**src/design/bplsc_pkg.sv**
```systemverilog
// ----------------------------------------------------------------------------
// bplsc_pkg: shared types and constants of the button panel link controller
// Time widths, button count, register indexes and reset values, and the
// result item layout used by the lanes, the merge stage and the top level.
// ----------------------------------------------------------------------------
`default_nettype none

package bplsc_pkg;

   // Geometry
   localparam int TIME_BITS      = 32;
   localparam int BUTTON_COUNT   = 4;
   localparam int BUTTON_FIELD   = 4;
   localparam int BLINK_OFF_MS   = 50;
   localparam int CSR_DATA_BITS  = 16;
   localparam int CSR_INDEX_BITS = 3;
   localparam int BLINK_ON_BITS  = 10;
   localparam int BLINK_CNT_BITS = 4;
   // Blink period is blink_on_ms + BLINK_OFF_MS, both at most 1023
   localparam int PHASE_BITS     = 11;
   // Completed periods, saturating at the largest blink count
   localparam int QUOT_BITS      = BLINK_CNT_BITS;
   localparam int DIV_COUNT_BITS = $clog2(TIME_BITS);

   // Register indexes
   typedef enum logic [CSR_INDEX_BITS-1:0] {
      CSR_DEBOUNCE     = 3'd0,
      CSR_PING_PERIOD  = 3'd1,
      CSR_LINK_TIMEOUT = 3'd2,
      CSR_ACK_FLASH    = 3'd3,
      CSR_BEEP         = 3'd4,
      CSR_BLINK_ON     = 3'd5,
      CSR_BLINK_COUNT  = 3'd6,
      CSR_BLINK_CYCLE  = 3'd7
   } csr_index_type;

   // Register reset values
   localparam logic [15:0] RST_DEBOUNCE     = 16'd50;
   localparam logic [15:0] RST_PING_PERIOD  = 16'd1000;
   localparam logic [15:0] RST_LINK_TIMEOUT = 16'd3000;
   localparam logic [15:0] RST_ACK_FLASH    = 16'd500;
   localparam logic [15:0] RST_BEEP         = 16'd100;
   localparam logic [BLINK_ON_BITS-1:0]  RST_BLINK_ON    = 10'd50;
   localparam logic [BLINK_CNT_BITS-1:0] RST_BLINK_COUNT = 4'd5;
   localparam logic [15:0] RST_BLINK_CYCLE  = 16'd2000;

   typedef logic [TIME_BITS-1:0] time_type;

   // Merge stage result
   typedef struct packed {
      logic [BUTTON_FIELD-1:0] press_mask;
      logic                    any_press;
   } merge_out_type;

   // One result item
   typedef struct packed {
      logic [BUTTON_FIELD-1:0] press_mask;
      logic                    ping_request;
      logic                    link_up;
      logic                    ack_led;
      logic                    speaker_on;
   } rsp_data_type;

endpackage

`default_nettype wire

```
**src/design/bplsc_channels.sv**
```systemverilog
// ----------------------------------------------------------------------------
// bplsc channels: tick and result handshake interfaces
// Each carries valid, ready and the item payload, with source and sink views.
// ----------------------------------------------------------------------------
`default_nettype none

interface bplsc_req_if;
   logic       valid;
   logic       ready;
   logic [3:0] button_levels;
   logic       ack_seen;

   modport source (output valid, output button_levels, output ack_seen, input ready);
   modport sink   (input valid, input button_levels, input ack_seen, output ready);
endinterface

interface bplsc_rsp_if;
   logic       valid;
   logic       ready;
   logic [3:0] press_mask;
   logic       ping_request;
   logic       link_up;
   logic       ack_led;
   logic       speaker_on;

   modport source (output valid, output press_mask, output ping_request,
                   output link_up, output ack_led, output speaker_on, input ready);
   modport sink   (input valid, input press_mask, input ping_request,
                   input link_up, input ack_led, input speaker_on, output ready);
endinterface

`default_nettype wire

```
**src/design/bplsc_lane.sv**
```systemverilog
// ----------------------------------------------------------------------------
// bplsc_lane: debounce lane for one button
// Holds the accepted level and the time of the last accepted change, and
// flags a new press when the level drops low once that change is older than the holdoff time.
// ----------------------------------------------------------------------------
`default_nettype none

module bplsc_lane (
   input  wire logic                 clock,
   input  wire logic                 reset,
   input  wire logic                 tick,
   input  wire bplsc_pkg::time_type  now,
   input  wire logic                 level,
   input  wire logic [15:0]          debounce_ms,
   output logic                      press
);

   logic                stable_ff;
   bplsc_pkg::time_type last_change_ff;
   bplsc_pkg::time_type age;
   logic                change;

   // Accept a change once the last one is old enough
   always_comb begin
      age    = now - last_change_ff;
      change = (level != stable_ff) &&
               (age > {{(bplsc_pkg::TIME_BITS-16){1'b0}}, debounce_ms});
      press  = change && !level;
   end

   // Record accepted level and change time
   always_ff @(posedge clock) begin
      if (reset) begin
         stable_ff      <= 1'b1;
         last_change_ff <= '0;
      end else if (tick && change) begin
         stable_ff      <= level;
         last_change_ff <= now;
      end
   end

endmodule

`default_nettype wire

```
**src/design/bplsc_merge.sv**
```systemverilog
// ----------------------------------------------------------------------------
// bplsc_merge: merge stage of the debounce lanes
// Packs the lane press flags into the result mask and flags any press.
// ----------------------------------------------------------------------------
`default_nettype none

module bplsc_merge (
   input  wire logic [bplsc_pkg::BUTTON_COUNT-1:0] press_bits,
   output bplsc_pkg::merge_out_type                merged
);

   // Fold lane flags into the field-wide mask
   always_comb begin
      merged.press_mask = '0;
      for (int i = 0; i < bplsc_pkg::BUTTON_COUNT; i++) begin
         if (i < bplsc_pkg::BUTTON_FIELD) begin
            merged.press_mask[i] = press_bits[i];
         end
      end
      merged.any_press = |merged.press_mask;
   end

endmodule

`default_nettype wire

```
**src/design/bplsc_phase_div.sv**
```systemverilog
// ----------------------------------------------------------------------------
// bplsc_phase_div: blink phase divider
// Restoring divider, one quotient bit per cycle, that rebuilds the position
// within the blink period and the saturated period count for a cycle age.
// ----------------------------------------------------------------------------
`default_nettype none

module bplsc_phase_div (
   input  wire logic                                clock,
   input  wire logic                                reset,
   input  wire logic                                start,
   input  wire bplsc_pkg::time_type                 dividend,
   input  wire logic [bplsc_pkg::PHASE_BITS-1:0]    divisor,
   output logic                                     busy,
   output logic                                     done,
   output logic [bplsc_pkg::PHASE_BITS-1:0]         remainder,
   output logic [bplsc_pkg::QUOT_BITS-1:0]          quotient
);

   logic                                    run_ff;
   logic                                    done_ff;
   logic [bplsc_pkg::DIV_COUNT_BITS-1:0]    count_ff;
   bplsc_pkg::time_type                     shift_ff;
   logic [bplsc_pkg::PHASE_BITS-1:0]        rem_ff;
   logic [bplsc_pkg::QUOT_BITS-1:0]         quot_ff;

   logic [bplsc_pkg::PHASE_BITS:0]          trial;
   logic [bplsc_pkg::PHASE_BITS:0]          diff;
   logic                                    fits;
   logic [bplsc_pkg::PHASE_BITS-1:0]        rem_in;
   logic [bplsc_pkg::QUOT_BITS-1:0]         quot_in;

   // One restoring step; quotient saturates once doubling overflows
   always_comb begin
      trial  = {rem_ff, shift_ff[bplsc_pkg::TIME_BITS-1]};
      diff   = trial - {1'b0, divisor};
      fits   = trial >= {1'b0, divisor};
      rem_in = fits ? diff[bplsc_pkg::PHASE_BITS-1:0] : trial[bplsc_pkg::PHASE_BITS-1:0];
      if (quot_ff[bplsc_pkg::QUOT_BITS-1]) begin
         quot_in = '1;
      end else begin
         quot_in = {quot_ff[bplsc_pkg::QUOT_BITS-2:0], fits};
      end
   end

   // Sequence the steps
   always_ff @(posedge clock) begin
      if (reset) begin
         run_ff  <= 1'b0;
         done_ff <= 1'b0;
      end else begin
         done_ff <= 1'b0;
         if (start) begin
            run_ff <= 1'b1;
         end else if (run_ff && count_ff == '0) begin
            run_ff  <= 1'b0;
            done_ff <= 1'b1;
         end
      end
   end

   // Advance the datapath
   always_ff @(posedge clock) begin
      if (start) begin
         count_ff <= bplsc_pkg::DIV_COUNT_BITS'(bplsc_pkg::TIME_BITS - 1);
         shift_ff <= dividend;
         rem_ff   <= '0;
         quot_ff  <= '0;
      end else if (run_ff) begin
         count_ff <= count_ff - 1'b1;
         shift_ff <= {shift_ff[bplsc_pkg::TIME_BITS-2:0], 1'b0};
         rem_ff   <= rem_in;
         quot_ff  <= quot_in;
      end
   end

   assign busy      = run_ff || done_ff;
   assign done      = done_ff;
   assign remainder = rem_ff;
   assign quotient  = quot_ff;

endmodule

`default_nettype wire

```
**src/design/button_panel_link_status_controller.sv**
```systemverilog
// ----------------------------------------------------------------------------
// button_panel_link_status_controller: button panel with link watchdog
// Debounces the buttons in parallel lanes, reports new presses, times the
// beep, raises ping requests, tracks link-up and drives the acknowledge LED
// with its flash and disconnect blink bursts.
//
//   channel   dir   handshake          payload
//   req_bus   in    valid/ready        button_levels[3:0], ack_seen
//   rsp_bus   out   valid/ready        press_mask[3:0], ping_request, link_up,
//                                      ack_led, speaker_on
//   csr_*     in    csr_write_enable   csr_index[2:0], csr_write_data[15:0]
//
// One tick is taken per clock cycle while req_bus.ready is high; its result is
// registered for rsp_bus, and all state updates complete in the accept cycle.
// An output register plus a skid register let ticks flow while rsp_bus stalls;
// req_bus.ready drops when both are full or while the phase divider is busy.
// A write of blink_on_ms rebuilds the blink phase with a 32-step divider;
// ticks are held off after that write until the divider result is loaded.
// Reset is synchronous; it restores config and tick state and the valid flags.
// ----------------------------------------------------------------------------
`default_nettype none

module button_panel_link_status_controller (
   input  wire logic                                 clock,
   input  wire logic                                 reset,
   bplsc_req_if.sink                                 req_bus,
   bplsc_rsp_if.source                               rsp_bus,
   input  wire logic                                 csr_write_enable,
   input  wire logic [bplsc_pkg::CSR_INDEX_BITS-1:0] csr_index,
   input  wire logic [bplsc_pkg::CSR_DATA_BITS-1:0]  csr_write_data
);

   localparam int TB = bplsc_pkg::TIME_BITS;
   localparam int PB = bplsc_pkg::PHASE_BITS;
   localparam int QB = bplsc_pkg::QUOT_BITS;

   // Configuration registers
   logic [15:0]                             debounce_ff;
   logic [15:0]                             ping_period_ff;
   logic [15:0]                             link_timeout_ff;
   logic [15:0]                             ack_flash_ff;
   logic [15:0]                             beep_ff;
   logic [bplsc_pkg::BLINK_ON_BITS-1:0]     blink_on_ff;
   logic [bplsc_pkg::BLINK_CNT_BITS-1:0]    blink_count_ff;
   logic [15:0]                             blink_cycle_ff;

   // Tick state
   bplsc_pkg::time_type time_now_ff;
   bplsc_pkg::time_type last_ping_ff;
   bplsc_pkg::time_type last_ack_ff;
   bplsc_pkg::time_type flash_start_ff;
   bplsc_pkg::time_type cycle_start_ff;
   bplsc_pkg::time_type beep_end_ff;
   logic                flash_active_ff;
   logic                ack_led_ff;
   logic                cycle_valid_ff;
   logic                beep_active_ff;
   logic [PB-1:0]       phase_ff;
   logic [QB-1:0]       quot_ff;

   // Output register and skid
   logic                    rsp_valid_ff;
   bplsc_pkg::rsp_data_type rsp_data_ff;
   logic                    skid_valid_ff;
   bplsc_pkg::rsp_data_type skid_data_ff;

   logic                                   accept;
   logic                                   div_start;
   logic                                   div_busy;
   logic                                   div_done;
   logic [PB-1:0]                          div_rem;
   logic [QB-1:0]                          div_quot;
   logic [bplsc_pkg::BUTTON_COUNT-1:0]     lane_press;
   logic [bplsc_pkg::BUTTON_COUNT-1:0]     lane_level;
   bplsc_pkg::merge_out_type               merged;

   bplsc_pkg::time_type now;
   bplsc_pkg::time_type now_next;
   bplsc_pkg::time_type ack_time;
   bplsc_pkg::time_type flash_start_in;
   bplsc_pkg::time_type beep_end_in;
   bplsc_pkg::time_type cycle_start_in;
   bplsc_pkg::time_type cyc_age;
   logic [PB-1:0]       period;
   logic                flash_act_eff;
   logic                led_eff;
   logic                beep_act_eff;
   logic                ping_due;
   logic                link_up;
   logic                flash_end;
   logic                flash_active_in;
   logic                blink_apply;
   logic                restart;
   logic [PB-1:0]       phase_cur;
   logic [QB-1:0]       quot_cur;
   logic [PB:0]         phase_inc;
   logic [PB-1:0]       phase_in;
   logic [QB-1:0]       quot_in;
   logic                ack_led_in;
   logic                cycle_valid_in;
   logic                beep_active_in;
   bplsc_pkg::rsp_data_type result;

   assign accept  = req_bus.valid && req_bus.ready;
   assign req_bus.ready = !skid_valid_ff && !div_busy;
   assign period  = PB'(blink_on_ff) + PB'(bplsc_pkg::BLINK_OFF_MS);
   assign now     = time_now_ff;

   // Write configuration registers
   always_ff @(posedge clock) begin
      if (reset) begin
         debounce_ff     <= bplsc_pkg::RST_DEBOUNCE;
         ping_period_ff  <= bplsc_pkg::RST_PING_PERIOD;
         link_timeout_ff <= bplsc_pkg::RST_LINK_TIMEOUT;
         ack_flash_ff    <= bplsc_pkg::RST_ACK_FLASH;
         beep_ff         <= bplsc_pkg::RST_BEEP;
         blink_on_ff     <= bplsc_pkg::RST_BLINK_ON;
         blink_count_ff  <= bplsc_pkg::RST_BLINK_COUNT;
         blink_cycle_ff  <= bplsc_pkg::RST_BLINK_CYCLE;
      end else if (csr_write_enable) begin
         unique case (csr_index)
            bplsc_pkg::CSR_DEBOUNCE:     debounce_ff     <= csr_write_data;
            bplsc_pkg::CSR_PING_PERIOD:  ping_period_ff  <= csr_write_data;
            bplsc_pkg::CSR_LINK_TIMEOUT: link_timeout_ff <= csr_write_data;
            bplsc_pkg::CSR_ACK_FLASH:    ack_flash_ff    <= csr_write_data;
            bplsc_pkg::CSR_BEEP:         beep_ff         <= csr_write_data;
            bplsc_pkg::CSR_BLINK_ON:
               blink_on_ff <= csr_write_data[bplsc_pkg::BLINK_ON_BITS-1:0];
            bplsc_pkg::CSR_BLINK_COUNT:
               blink_count_ff <= csr_write_data[bplsc_pkg::BLINK_CNT_BITS-1:0];
            bplsc_pkg::CSR_BLINK_CYCLE:  blink_cycle_ff  <= csr_write_data;
         endcase
      end
   end

   // Rebuild the blink phase after a new on time; the divider steps only
   // after the write, so the registered period already holds the new value
   assign div_start = csr_write_enable && (csr_index == bplsc_pkg::CSR_BLINK_ON);

   bplsc_phase_div u_phase_div (
      .clock     (clock),
      .reset     (reset),
      .start     (div_start),
      .dividend  (now - cycle_start_ff),
      .divisor   (period),
      .busy      (div_busy),
      .done      (div_done),
      .remainder (div_rem),
      .quotient  (div_quot)
   );

   // Debounce lanes
   always_comb begin
      lane_level = '0;
      for (int i = 0; i < bplsc_pkg::BUTTON_COUNT; i++) begin
         if (i < bplsc_pkg::BUTTON_FIELD) begin
            lane_level[i] = req_bus.button_levels[i];
         end
      end
   end

   for (genvar g = 0; g < bplsc_pkg::BUTTON_COUNT; g++) begin : g_lane
      bplsc_lane u_lane (
         .clock       (clock),
         .reset       (reset),
         .tick        (accept),
         .now         (now),
         .level       (lane_level[g]),
         .debounce_ms (debounce_ff),
         .press       (lane_press[g])
      );
   end

   bplsc_merge u_merge (
      .press_bits (lane_press),
      .merged     (merged)
   );

   // Tick update: ack first, then ping, link, flash, blink and beep
   always_comb begin
      now_next       = now + 1'b1;
      ack_time       = req_bus.ack_seen ? now : last_ack_ff;
      flash_start_in = req_bus.ack_seen ? now : flash_start_ff;
      flash_act_eff  = req_bus.ack_seen || flash_active_ff;
      led_eff        = req_bus.ack_seen || ack_led_ff;

      beep_end_in  = merged.any_press ? now + TB'(beep_ff) : beep_end_ff;
      beep_act_eff = merged.any_press || beep_active_ff;

      ping_due = (now - last_ping_ff) >= TB'(ping_period_ff);
      link_up  = (now - ack_time) < TB'(link_timeout_ff);

      flash_end       = flash_act_eff && ((now - flash_start_in) >= TB'(ack_flash_ff));
      flash_active_in = flash_act_eff && !flash_end;

      // Blink burst while the link is down and no flash runs
      cyc_age     = now - cycle_start_ff;
      blink_apply = !link_up && !flash_active_in;
      restart     = blink_apply && (!cycle_valid_ff || cyc_age >= TB'(blink_cycle_ff));
      phase_cur   = restart ? '0 : phase_ff;
      quot_cur    = restart ? '0 : quot_ff;

      if (blink_apply) begin
         ack_led_in = (quot_cur < blink_count_ff) && (phase_cur < PB'(blink_on_ff));
      end else begin
         ack_led_in = led_eff && !flash_end;
      end

      if (blink_apply) begin
         cycle_valid_in = 1'b1;
      end else if (link_up) begin
         cycle_valid_in = 1'b0;
      end else begin
         cycle_valid_in = cycle_valid_ff;
      end
      cycle_start_in = restart ? now : cycle_start_ff;

      // Advance phase to the next tick's cycle age
      phase_inc = {1'b0, phase_cur} + 1'b1;
      if (now_next == cycle_start_in) begin
         phase_in = '0;
         quot_in  = '0;
      end else if (phase_inc >= {1'b0, period}) begin
         phase_in = '0;
         quot_in  = (quot_cur == '1) ? quot_cur : quot_cur + 1'b1;
      end else begin
         phase_in = phase_inc[PB-1:0];
         quot_in  = quot_cur;
      end

      beep_active_in = beep_act_eff && (now != beep_end_in);

      result.press_mask   = merged.press_mask;
      result.ping_request = ping_due;
      result.link_up      = link_up;
      result.ack_led      = ack_led_in;
      result.speaker_on   = beep_active_in;
   end

   // Commit tick state
   always_ff @(posedge clock) begin
      if (reset) begin
         time_now_ff     <= '0;
         last_ping_ff    <= '0;
         last_ack_ff     <= '0;
         flash_start_ff  <= '0;
         cycle_start_ff  <= '0;
         beep_end_ff     <= '0;
         flash_active_ff <= 1'b0;
         ack_led_ff      <= 1'b0;
         cycle_valid_ff  <= 1'b0;
         beep_active_ff  <= 1'b0;
         phase_ff        <= '0;
         quot_ff         <= '0;
      end else if (accept) begin
         time_now_ff     <= now_next;
         if (ping_due) begin
            last_ping_ff <= now;
         end
         last_ack_ff     <= ack_time;
         flash_start_ff  <= flash_start_in;
         cycle_start_ff  <= cycle_start_in;
         beep_end_ff     <= beep_end_in;
         flash_active_ff <= flash_active_in;
         ack_led_ff      <= ack_led_in;
         cycle_valid_ff  <= cycle_valid_in;
         beep_active_ff  <= beep_active_in;
         phase_ff        <= phase_in;
         quot_ff         <= quot_in;
      end else if (div_done) begin
         phase_ff        <= div_rem;
         quot_ff         <= div_quot;
      end
   end

   // Output register with skid stage
   always_ff @(posedge clock) begin
      if (reset) begin
         rsp_valid_ff  <= 1'b0;
         skid_valid_ff <= 1'b0;
      end else if (!rsp_valid_ff || rsp_bus.ready) begin
         if (skid_valid_ff) begin
            rsp_valid_ff  <= 1'b1;
            skid_valid_ff <= 1'b0;
         end else begin
            rsp_valid_ff  <= accept;
         end
      end else if (accept) begin
         skid_valid_ff <= 1'b1;
      end
   end

   always_ff @(posedge clock) begin
      if (!rsp_valid_ff || rsp_bus.ready) begin
         if (skid_valid_ff) begin
            rsp_data_ff <= skid_data_ff;
         end else if (accept) begin
            rsp_data_ff <= result;
         end
      end else if (accept) begin
         skid_data_ff <= result;
      end
   end

   assign rsp_bus.valid        = rsp_valid_ff;
   assign rsp_bus.press_mask   = rsp_data_ff.press_mask;
   assign rsp_bus.ping_request = rsp_data_ff.ping_request;
   assign rsp_bus.link_up      = rsp_data_ff.link_up;
   assign rsp_bus.ack_led      = rsp_data_ff.ack_led;
   assign rsp_bus.speaker_on   = rsp_data_ff.speaker_on;

   // Skid holds an item only behind a full output register
   a_skid_behind_out: assert property (@(posedge clock) disable iff (reset)
      skid_valid_ff |-> rsp_valid_ff)
      else $error("skid register full while output register empty");

   // An accepted tick always leaves a result pending
   a_accept_gives_result: assert property (@(posedge clock) disable iff (reset)
      accept |=> rsp_valid_ff)
      else $error("accepted tick produced no pending result");

   // A running flash keeps the acknowledge LED lit
   a_flash_lights_led: assert property (@(posedge clock) disable iff (reset)
      flash_active_ff |-> ack_led_ff)
      else $error("flash active with acknowledge LED dark");

   // No tick enters while the blink phase is being rebuilt
   a_no_tick_during_div: assert property (@(posedge clock) disable iff (reset)
      div_busy |-> !accept)
      else $error("tick accepted during phase rebuild");

endmodule

`default_nettype wire
```
**src/flat_wrapper.sv**
```systemverilog
// flat-port wrapper written by rule: the top's interface ports become plain ports
module button_panel_link_status_controller_flat 
  (clock, reset, csr_write_enable, csr_index, csr_write_data, req_bus_valid, req_bus_button_levels, req_bus_ack_seen, req_bus_ready, rsp_bus_valid, rsp_bus_press_mask, rsp_bus_ping_request, rsp_bus_link_up, rsp_bus_ack_led, rsp_bus_speaker_on, rsp_bus_ready);
  bplsc_req_if req_bus_i ();
  bplsc_rsp_if rsp_bus_i ();
  input  wire logic clock;
  input  wire logic reset;
  input  wire logic csr_write_enable;
  input  wire logic [bplsc_pkg::CSR_INDEX_BITS-1:0] csr_index;
  input  wire logic [bplsc_pkg::CSR_DATA_BITS-1:0] csr_write_data;
  input wire logic [$bits(req_bus_i.valid)-1:0] req_bus_valid;
  input wire logic [$bits(req_bus_i.button_levels)-1:0] req_bus_button_levels;
  input wire logic [$bits(req_bus_i.ack_seen)-1:0] req_bus_ack_seen;
  output wire logic [$bits(req_bus_i.ready)-1:0] req_bus_ready;
  output wire logic [$bits(rsp_bus_i.valid)-1:0] rsp_bus_valid;
  output wire logic [$bits(rsp_bus_i.press_mask)-1:0] rsp_bus_press_mask;
  output wire logic [$bits(rsp_bus_i.ping_request)-1:0] rsp_bus_ping_request;
  output wire logic [$bits(rsp_bus_i.link_up)-1:0] rsp_bus_link_up;
  output wire logic [$bits(rsp_bus_i.ack_led)-1:0] rsp_bus_ack_led;
  output wire logic [$bits(rsp_bus_i.speaker_on)-1:0] rsp_bus_speaker_on;
  input wire logic [$bits(rsp_bus_i.ready)-1:0] rsp_bus_ready;
  assign req_bus_i.valid = req_bus_valid;
  assign req_bus_i.button_levels = req_bus_button_levels;
  assign req_bus_i.ack_seen = req_bus_ack_seen;
  assign req_bus_ready = req_bus_i.ready;
  assign rsp_bus_valid = rsp_bus_i.valid;
  assign rsp_bus_press_mask = rsp_bus_i.press_mask;
  assign rsp_bus_ping_request = rsp_bus_i.ping_request;
  assign rsp_bus_link_up = rsp_bus_i.link_up;
  assign rsp_bus_ack_led = rsp_bus_i.ack_led;
  assign rsp_bus_speaker_on = rsp_bus_i.speaker_on;
  assign rsp_bus_i.ready = rsp_bus_ready;
  button_panel_link_status_controller u_core (.clock(clock), .reset(reset), .req_bus(req_bus_i), .rsp_bus(rsp_bus_i), .csr_write_enable(csr_write_enable), .csr_index(csr_index), .csr_write_data(csr_write_data));
endmodule
```
**config.mk**
```make
export PLATFORM = sky130hd
export DESIGN_NAME = button_panel_link_status_controller_flat
export DESIGN_NICKNAME = d
export VERILOG_FILES = /design/src/design/bplsc_pkg.sv /design/src/design/bplsc_channels.sv /design/src/design/bplsc_lane.sv /design/src/design/bplsc_merge.sv /design/src/design/bplsc_phase_div.sv /design/src/design/button_panel_link_status_controller.sv /design/src/flat_wrapper.sv
export SDC_FILE = /design/constraint.sdc
export NUM_CORES = 2
export LEC_CHECK = 0
export ABC_AREA = 1
export BUFFER_PORTS_ARGS = -buffer_cell sky130_fd_sc_hd__buf_4
export CORE_UTILIZATION = 60
export DETAILED_ROUTE_END_ITERATION = 7
export GPL_TIMING_DRIVEN = 1
export PLACE_DENSITY = 0.79
export SYNTH_ARGS = -nofsm -noshare
export SYNTH_HDL_FRONTEND = slang
export SYNTH_HIERARCHICAL = 1
export SYNTH_SLANG_ARGS = --single-unit
```
**constraint.sdc**
```tcl
create_clock -name clock -period 20 [get_ports clock]
set_input_delay 4 -clock clock [delete_from_list [all_inputs] [get_ports clock]]
set_output_delay 4 -clock clock [all_outputs]
set_load 0.005 [all_outputs]
```
; After elaboration in Yosys (flattened, before gate mapping)
; Index checks and enable logic that the tools add are counted.
; Widths: inputs -> output; s select.
[op_classes]
addsub = 15
n_lt_le_gt_ge = 12
eq_ne = 14
div_mod_pow = 0
reduce_logical = 62
n_mul = 0
bitwise = 1
shift = 0
mux = 28
[op_table]
columns = cell, count
row1 = $sub 32x32->32, 8
row2 = $mux 32, 6
row3 = $gt 32x16->1, 4
row4 = $ge 32x16->1, 3
row5 = $mux 11, 6
row6 = $add 32x1->32 const B, 1
row7 = $add 32x16->32, 1
row8 = $eq 32x32->1, 1
row9 = $lt 32x16->1, 1
row10 = $ne 32x32->1, 1
row11 = $mux 4, 7
row12 = $ge 12x11->1, 2
row13 = $reduce_and 2->1, 12
row14 = $logic_and 1x1->1, 23
row15 = $mux 8, 2
row16 = $add 11x1->12 const B, 1
row17 = $eq 3x3->1 const B, 4
row18 = $add 10x6->11 const B, 1
row19 = $logic_not 1->1, 11
row20 = $lt 11x10->1, 1
row21 = $sub 11x11->11, 1
row22 = $reduce_bool 2->1, 5
row23 = $mux 1, 7
row24 = $eq 3x2->1 const B, 2
row25 = 12 further kinds, 21
[totals]
elab_cells = 178
output_inout_bits = 10
in_bits = 29
register_bits = 525
mem_bits_ro = 0
mem_bits_rw = 0
latchBits = 0
mem_count = 0

; Depth between registers and ports, before layout
[logic_depth]
word_depth = 15
ltp_mapped = 50
depth_no_buf = 47

; Hierarchy
; The synthesis kept the hierarchy.
[modules_own_cells]
columns = module, cells_each, area_per_inst_um2, instances
row1 = button_panel_link_status_controller, 4677, 28493.6, 1
row2 = bplsc_lane (u_core.g_lane[3].u_lane), 867, 4674.5, 1
row3 = bplsc_lane (u_core.g_lane[2].u_lane), 864, 4649.5, 1
row4 = bplsc_lane (u_core.g_lane[0].u_lane), 853, 4521.8, 1
row5 = bplsc_lane (u_core.g_lane[1].u_lane), 856, 4521.8, 1
row6 = bplsc_phase_div, 410, 3119.2, 1
row7 = bplsc_merge, 7, 41.3, 1

; Worst setup path before layout
; OpenSTA, ideal clock, no wires.
[synth_timing]
path_kind = input port to flip-flop
startpoint = input port req_bus_ack_seen
endpoint = register u_core.phase_ff[10]
path_slack_ns = 10.536
stages = 48
arrival_time_ns = 9.394
setup_ns = 0.070
cell_sequence = buf_2 inv_2 buf_2 clkbuf_1 a21oi_1 ha_1 nand2_1 nand2_1 inv_1 nand2_2 nand2_1 nand2_1 nand2_1 nand2_1 xor2_1 ha_1 and3_1 a21oi_1 (+12 left out) inv_1 nor2_4 inv_1 nand2_1 inv_1 ha_1 o21ai_0 nand2_1 a21oi_1 o221ai_1 nand3_1 nand2_1 a21oi_1 nand2_2 nor2_1 buf_2 nand3_1 a21oi_1
[synth_between]
elab_chain_len = 15
[synth_lines]
columns = element, line
row1 = "start, declared", flat_wrapper.sv:13  ; input wire logic [$bits(req_bus_i.ack_seen)-1:0] req_bus_ack_seen;
row2 = $mux 32, button_panel_link_status_controller.sv:183  ; flash_start_in = req_bus.ack_seen ? now : flash_start_ff;
row3 = $sub 32x32->32, button_panel_link_status_controller.sv:193  ; flash_end = flash_act_eff && ((now - flash_start_in) >= TB'(ack_flash_ff));
row4 = $ge 32x16->1, button_panel_link_status_controller.sv:193
row5 = $logic_and 1x1->1, button_panel_link_status_controller.sv:193
row6 = $logic_not 1->1, button_panel_link_status_controller.sv:194  ; flash_active_in = flash_act_eff && !flash_end;
row7 = $logic_and 1x1->1, button_panel_link_status_controller.sv:194
row8 = $logic_not 1->1, button_panel_link_status_controller.sv:198  ; blink_apply = !link_up && !flash_active_in;
row9 = $logic_and 1x1->1 (*), button_panel_link_status_controller.sv:198
row10 = $logic_and 1x1->1 (*), button_panel_link_status_controller.sv:199  ; restart = blink_apply && (!cycle_valid_ff || cyc_age >= TB'(blink_cycle_ff));
row11 = $mux 11, button_panel_link_status_controller.sv:200  ; phase_cur = restart ? '0 : phase_ff;
row12 = $add 11x1->12, button_panel_link_status_controller.sv:219  ; phase_inc = {1'b0, phase_cur} + 1'b1;
row13 = $ge 12x11->1, button_panel_link_status_controller.sv:223  ; end else if (phase_inc >= {1'b0, period}) begin
row14 = $mux 11, button_panel_link_status_controller.sv:223
row15 = $mux 11 (*), button_panel_link_status_controller.sv:220  ; if (now_next == cycle_start_in) begin
row16 = $mux 11 (*), button_panel_link_status_controller.sv:255  ; end else if (accept) begin
row17 = "end signal, assigned", button_panel_link_status_controller.sv:268  ; phase_ff <= phase_in;
row18 = "end signal, assigned", button_panel_link_status_controller.sv:271  ; phase_ff <= div_rem;
row19 = "end, declared", button_panel_link_status_controller.sv:58  ; logic [PB-1:0] phase_ff;
; Every way passes the cells marked *; elsewhere a longest branch is shown, timed or not.
; A chain may end at the register's enable or synchronous reset.

; Final worst setup path
[layout_timing]
startpoint = input port req_bus_ack_seen
endpoint = register u_core.phase_ff[1]
; The elaborated chain is that of the path after synthesis.

==> impl_metrics.env <==
export IMPL_p_int_mw=2.604
export IMPL_maxCapViolCount=0
export IMPL_htreeDepth=2
export IMPL_final_setup_skew_ns=0.08095
export IMPL_clock_latency_ns=0.71
export IMPL_p_seq_share_pct=25.9
export IMPL_place_gp_congestion=1.014
export IMPL_clockPowerShare_pct=25.9
export IMPL_regArea_um2=10990
export IMPL_mappedNetlistArea_um2=50020
export IMPL_synth_area_leaders="nand2_1 19%, dfxtp_1 19%, inv_1 12%"
export IMPL_cts_resized=0
export IMPL_syn_instance_count=8534
export IMPL_min_to="u_core/blink_cycle_ff[12]"
export IMPL_syn_to_final_growth_pct=6.549
export IMPL_arrival_ns=11.68
export IMPL_cts_inserted_buffers=61
export IMPL_postSynth_asyncResetShare_pct=0
export IMPL_power_frac_comb_pct=48.1
export IMPL_dpl_cell_area_um2=51100
export IMPL_grtUsageTotal_pct=38.78
export IMPL_path_common_cell="nand2_1"
export IMPL_powerDensity_nw_per_um2=88.12
export IMPL_synth_warning_count=6
export IMPL_core_area_um2=82240
export IMPL_cts_tree="built"
export IMPL_setup_ws_ns=8.946
export IMPL_startpoint_type="input port"
export IMPL_clock_path_buffers=3
export IMPL_final_util_pct=64.81
export IMPL_clock_root_buffer="clkbuf_16"
export IMPL_dieArea_um2=84530
export IMPL_p_sw_mw=2.092
export IMPL_final_nets=8938
export IMPL_setup_viol=0
export IMPL_required_ns=20.63
export IMPL_route_detailed_drc=0
export IMPL_die_x_um=290.7
export IMPL_synth_top_area_share_pct=19.10
export IMPL_yosysSeqAreaShare_pct=21.97
export IMPL_max_stage_delay_ns=0.57
export IMPL_antenna_found_initial=9
export IMPL_finalSetupTns_ns=0
export IMPL_ys_seq_elements=525
export IMPL_crit_path_top_delay_cell="nand2_4"
export IMPL_final_area_um2=53300
export IMPL_status="completed"
export IMPL_vdd_drop_max_mv=0.07804
export IMPL_synth_edf_count=48
export IMPL_drtPass1Iterations=7
export IMPL_synth_cell_type_count=63
export IMPL_r2r_end="u_core/rsp_bus.speaker_on"
export IMPL_postCtsSetupBuffers=0
export IMPL_fin_hold_ws_ns=0.4620
export IMPL_hp_start="u_core/blink_cycle_ff[12]"
export IMPL_holdBufCountCts=0
export IMPL_ys_dominant_reg_cell="dfxtp_1"
export IMPL_grt_max_degree=115
export IMPL_min_period_ns=11.05
export IMPL_leakage_nw=29.12
export IMPL_maxSlewHeadroom_pct=19.24
export IMPL_synth_nets=9007
export IMPL_rows=105
export IMPL_drt_initial_drc_count=5618
export IMPL_p_sw_share_pct=44.55
export IMPL_fillers=8024
export IMPL_initial_core_util_pct=60.82
export IMPL_power_total_mw=4.697
export IMPL_grt_pass1_wl_um=261100
export IMPL_wl_per_cell_um=17.55
export IMPL_grt_pass1_vias=47610
export IMPL_cts_clk_slew_worst_paths_ns=0.07
export IMPL_timing_fmax_ghz=0.09047
export IMPL_crit_type="in -> reg"
export IMPL_hp_class="reg -> reg"
export IMPL_ios=39
export IMPL_timing_rr_start="u_core/now[1]"
export IMPL_finalHoldViolCount=0
export IMPL_hold_depth=2
export IMPL_vias_per_cell=5.524
export IMPL_post_route_period_util_pct=55.27
export IMPL_worstMarginPinSlew_ns=1.211
export IMPL_die_h_um=290.7
export IMPL_dp_cells=9472
export IMPL_rsz0062_at_grt="no"
export IMPL_crit_path_end_kind="flip-flop"
export IMPL_multi_input_area_um2=31570
export IMPL_crit_path_max_fanout=66
export IMPL_drive_above_1_share_pct=4.743
export IMPL_hpwl_um=128800
export IMPL_r2r_slack_ns=11.53
export IMPL_fin_cells=9590
export IMPL_io_buffer_count=38
export IMPL_overflow=0
export IMPL_final_antenna_net_count=0
export IMPL_place_ws_ns=8.374
export IMPL_wirelength_um=168300
export IMPL_vias=52980
export IMPL_cts_sinks=525
export IMPL_ff2ff_path_depth=40
export IMPL_yosysTopAreaCell="nand2_1"
export IMPL_synth_area_per_cell_um2=5.861
export IMPL_final_max_slew_viol_count=0
==> state kept, by name, summed over array words and instances (netlist names), 5 cells and up <==
name	cells
u_core/ack_flash_ff	16
u_core/beep_end_ff	32
u_core/beep_ff	16
u_core/blink_cycle_ff	16
u_core/blink_on_ff	10
u_core/cycle_start_ff	32
u_core/debounce_ff	16
u_core/flash_start_ff	32
u_core/g_lane.u_lane/last_change_ff	128
u_core/last_ack_ff	32
u_core/last_ping_ff	32
u_core/link_timeout_ff	16
u_core/now	32
u_core/phase_ff	11
u_core/ping_period_ff	16
u_core/skid_data_ff	8
u_core/u_phase_div/count_ff	5
u_core/u_phase_div/remainder	11
u_core/u_phase_div/shift_ff	32
==> cells by family after synthesis <==
| family | after synthesis | synth area share, % |
|---|---|---|
| AND/OR/NAND/NOR | 4235 | 35.05 |
| buffers and inverters | 1932 | 15.00 |
| AO/OA/AOI/OAI | 1185 | 13.00 |
| flip-flops | 525 | 21.97 |
| adder cells (fa/ha/maj) | 444 | 11.26 |
| XOR/XNOR | 213 | 3.729 |
==> per-layer routing <==
layer	global-route usage, %	vias to the layer above	part of all wire (%)
met2	60.50	2256	42
met3	5.009	413	9.3
met4	16.56	2	4.8
met1	53.57	23760	44
met5	0	-	0.0071
li1	-	26540	-
==> power by group through the flow <==
stage | Clock, mW | Combinational [mW] | Sequential [mW]
after detailed placement | 0 | 2.20 | 1.24
after CTS | 1.23 | 2.21 | 1.21
after global routing | 1.27 | 2.55 | 1.23
after global placement | 0 | 2.16 | 1.23
after floorplan | 0 | 1.66 | 1.22
final | 1.22 | 2.26 | 1.22
==> cell usage in the layout, fill, tap and decap left out, drive strengths merged, types with 2 or more instances in the layout <==
cell | synthesis | final
and2 | 23 | 23
a21oi | 664 | 664
inv | 1678 | 1684
and3 | 10 | 10
clkinv | 8 | 24
nor3b | 2 | 2
diode | 0 | 3
nand3b | 30 | 30
nor3 | 67 | 67
bufinv | 0 | 7
o22ai | 3 | 3
nor2 | 802 | 802
a31oi | 6 | 6
and3b | 2 | 2
o21bai | 21 | 21
o21a | 8 | 8
nand4 | 97 | 97
o221ai | 4 | 4
a21boi | 11 | 11
a2111oi | 2 | 2
or2 | 16 | 16
xnor2 | 25 | 25
xor2 | 188 | 188
nor4 | 12 | 12
o211ai | 58 | 58
dfxtp | 477 | 477
nand3 | 603 | 603
a211oi | 7 | 7
ha | 434 | 434
a211o | 3 | 3
edfxtp | 48 | 48
fa | 10 | 10
clkinvlp | 0 | 7
buf | 86 | 114
a21o | 5 | 5
o21ai | 389 | 389
clkbuf | 160 | 79
nand2 | 2569 | 2569
==> critical path: cells and delay by family <==
kind | cells | cell delay (ns)
simple gates | 26 | 3.87
compound gates | 5 | 0.98
xor+xnor | 2 | 0.46
buf+inv | 6 | 1.30
fa+ha+maj | 3 | 0.97
==> final cells by class <==
cell class / count / share of cell area, %
multi-input cells: 6077 / 59.22
diodes: 3 / 0.01409
repair buffers: 114 / 1.629
inverters: 1686 / 11.90
flip-flops and latches: 525 / 20.62
clock buffers: 79 / 3.186
well taps: 1070 / 2.512
clock inverters: 36 / 0.9156
==> worst max-delay path by stage <==
stage	end	depth (start not counted)	slack (ns)	from
floorplan	u_core/phase_ff[10]	48	10.54	req_bus_ack_seen
global placement	u_core/phase_ff[4]	42	8.49	req_bus_ack_seen
global route	u_core/phase_ff[1]	42	8.24	req_bus_ack_seen
finish	u_core/phase_ff[1]	42	8.95	req_bus_ack_seen
detailed placement	u_core/phase_ff[3]	42	8.37	req_bus_ack_seen
CTS	u_core/phase_ff[3]	42	9.10	req_bus_ack_seen
==> cells in the mapped netlist, types with 3 or more instances <==
cell type / count
nor2_4: 3
a21oi_2: 58
inv_1: 1650
nand3b_1: 30
o21a_1: 8
a211oi_1: 7
xor2_1: 188
a211o_1: 3
nor2_2: 23
a31oi_1: 6
nand2_2: 22
o221ai_1: 4
a21oi_1: 605
nor3_1: 58
and2_1: 23
clkbuf_1: 159
o21bai_1: 21
and3_1: 10
xnor2_1: 25
edfxtp_1: 48
buf_1: 25
buf_2: 32
o211ai_1: 58
o21ai_0: 377
fa_1: 10
nand3_2: 7
dfxtp_1: 477
nand2_1: 2545
buf_4: 4
nor4_1: 11
nand3_1: 595
a21o_1: 5
o21ai_1: 10
o22ai_1: 3
ha_1: 434
inv_2: 28
a21boi_0: 9
buf_6: 23
nor2_1: 776
nor3_2: 8
nand4_1: 96
or2_2: 14
clkinv_1: 8
Power figures use the tool's default switching activity.
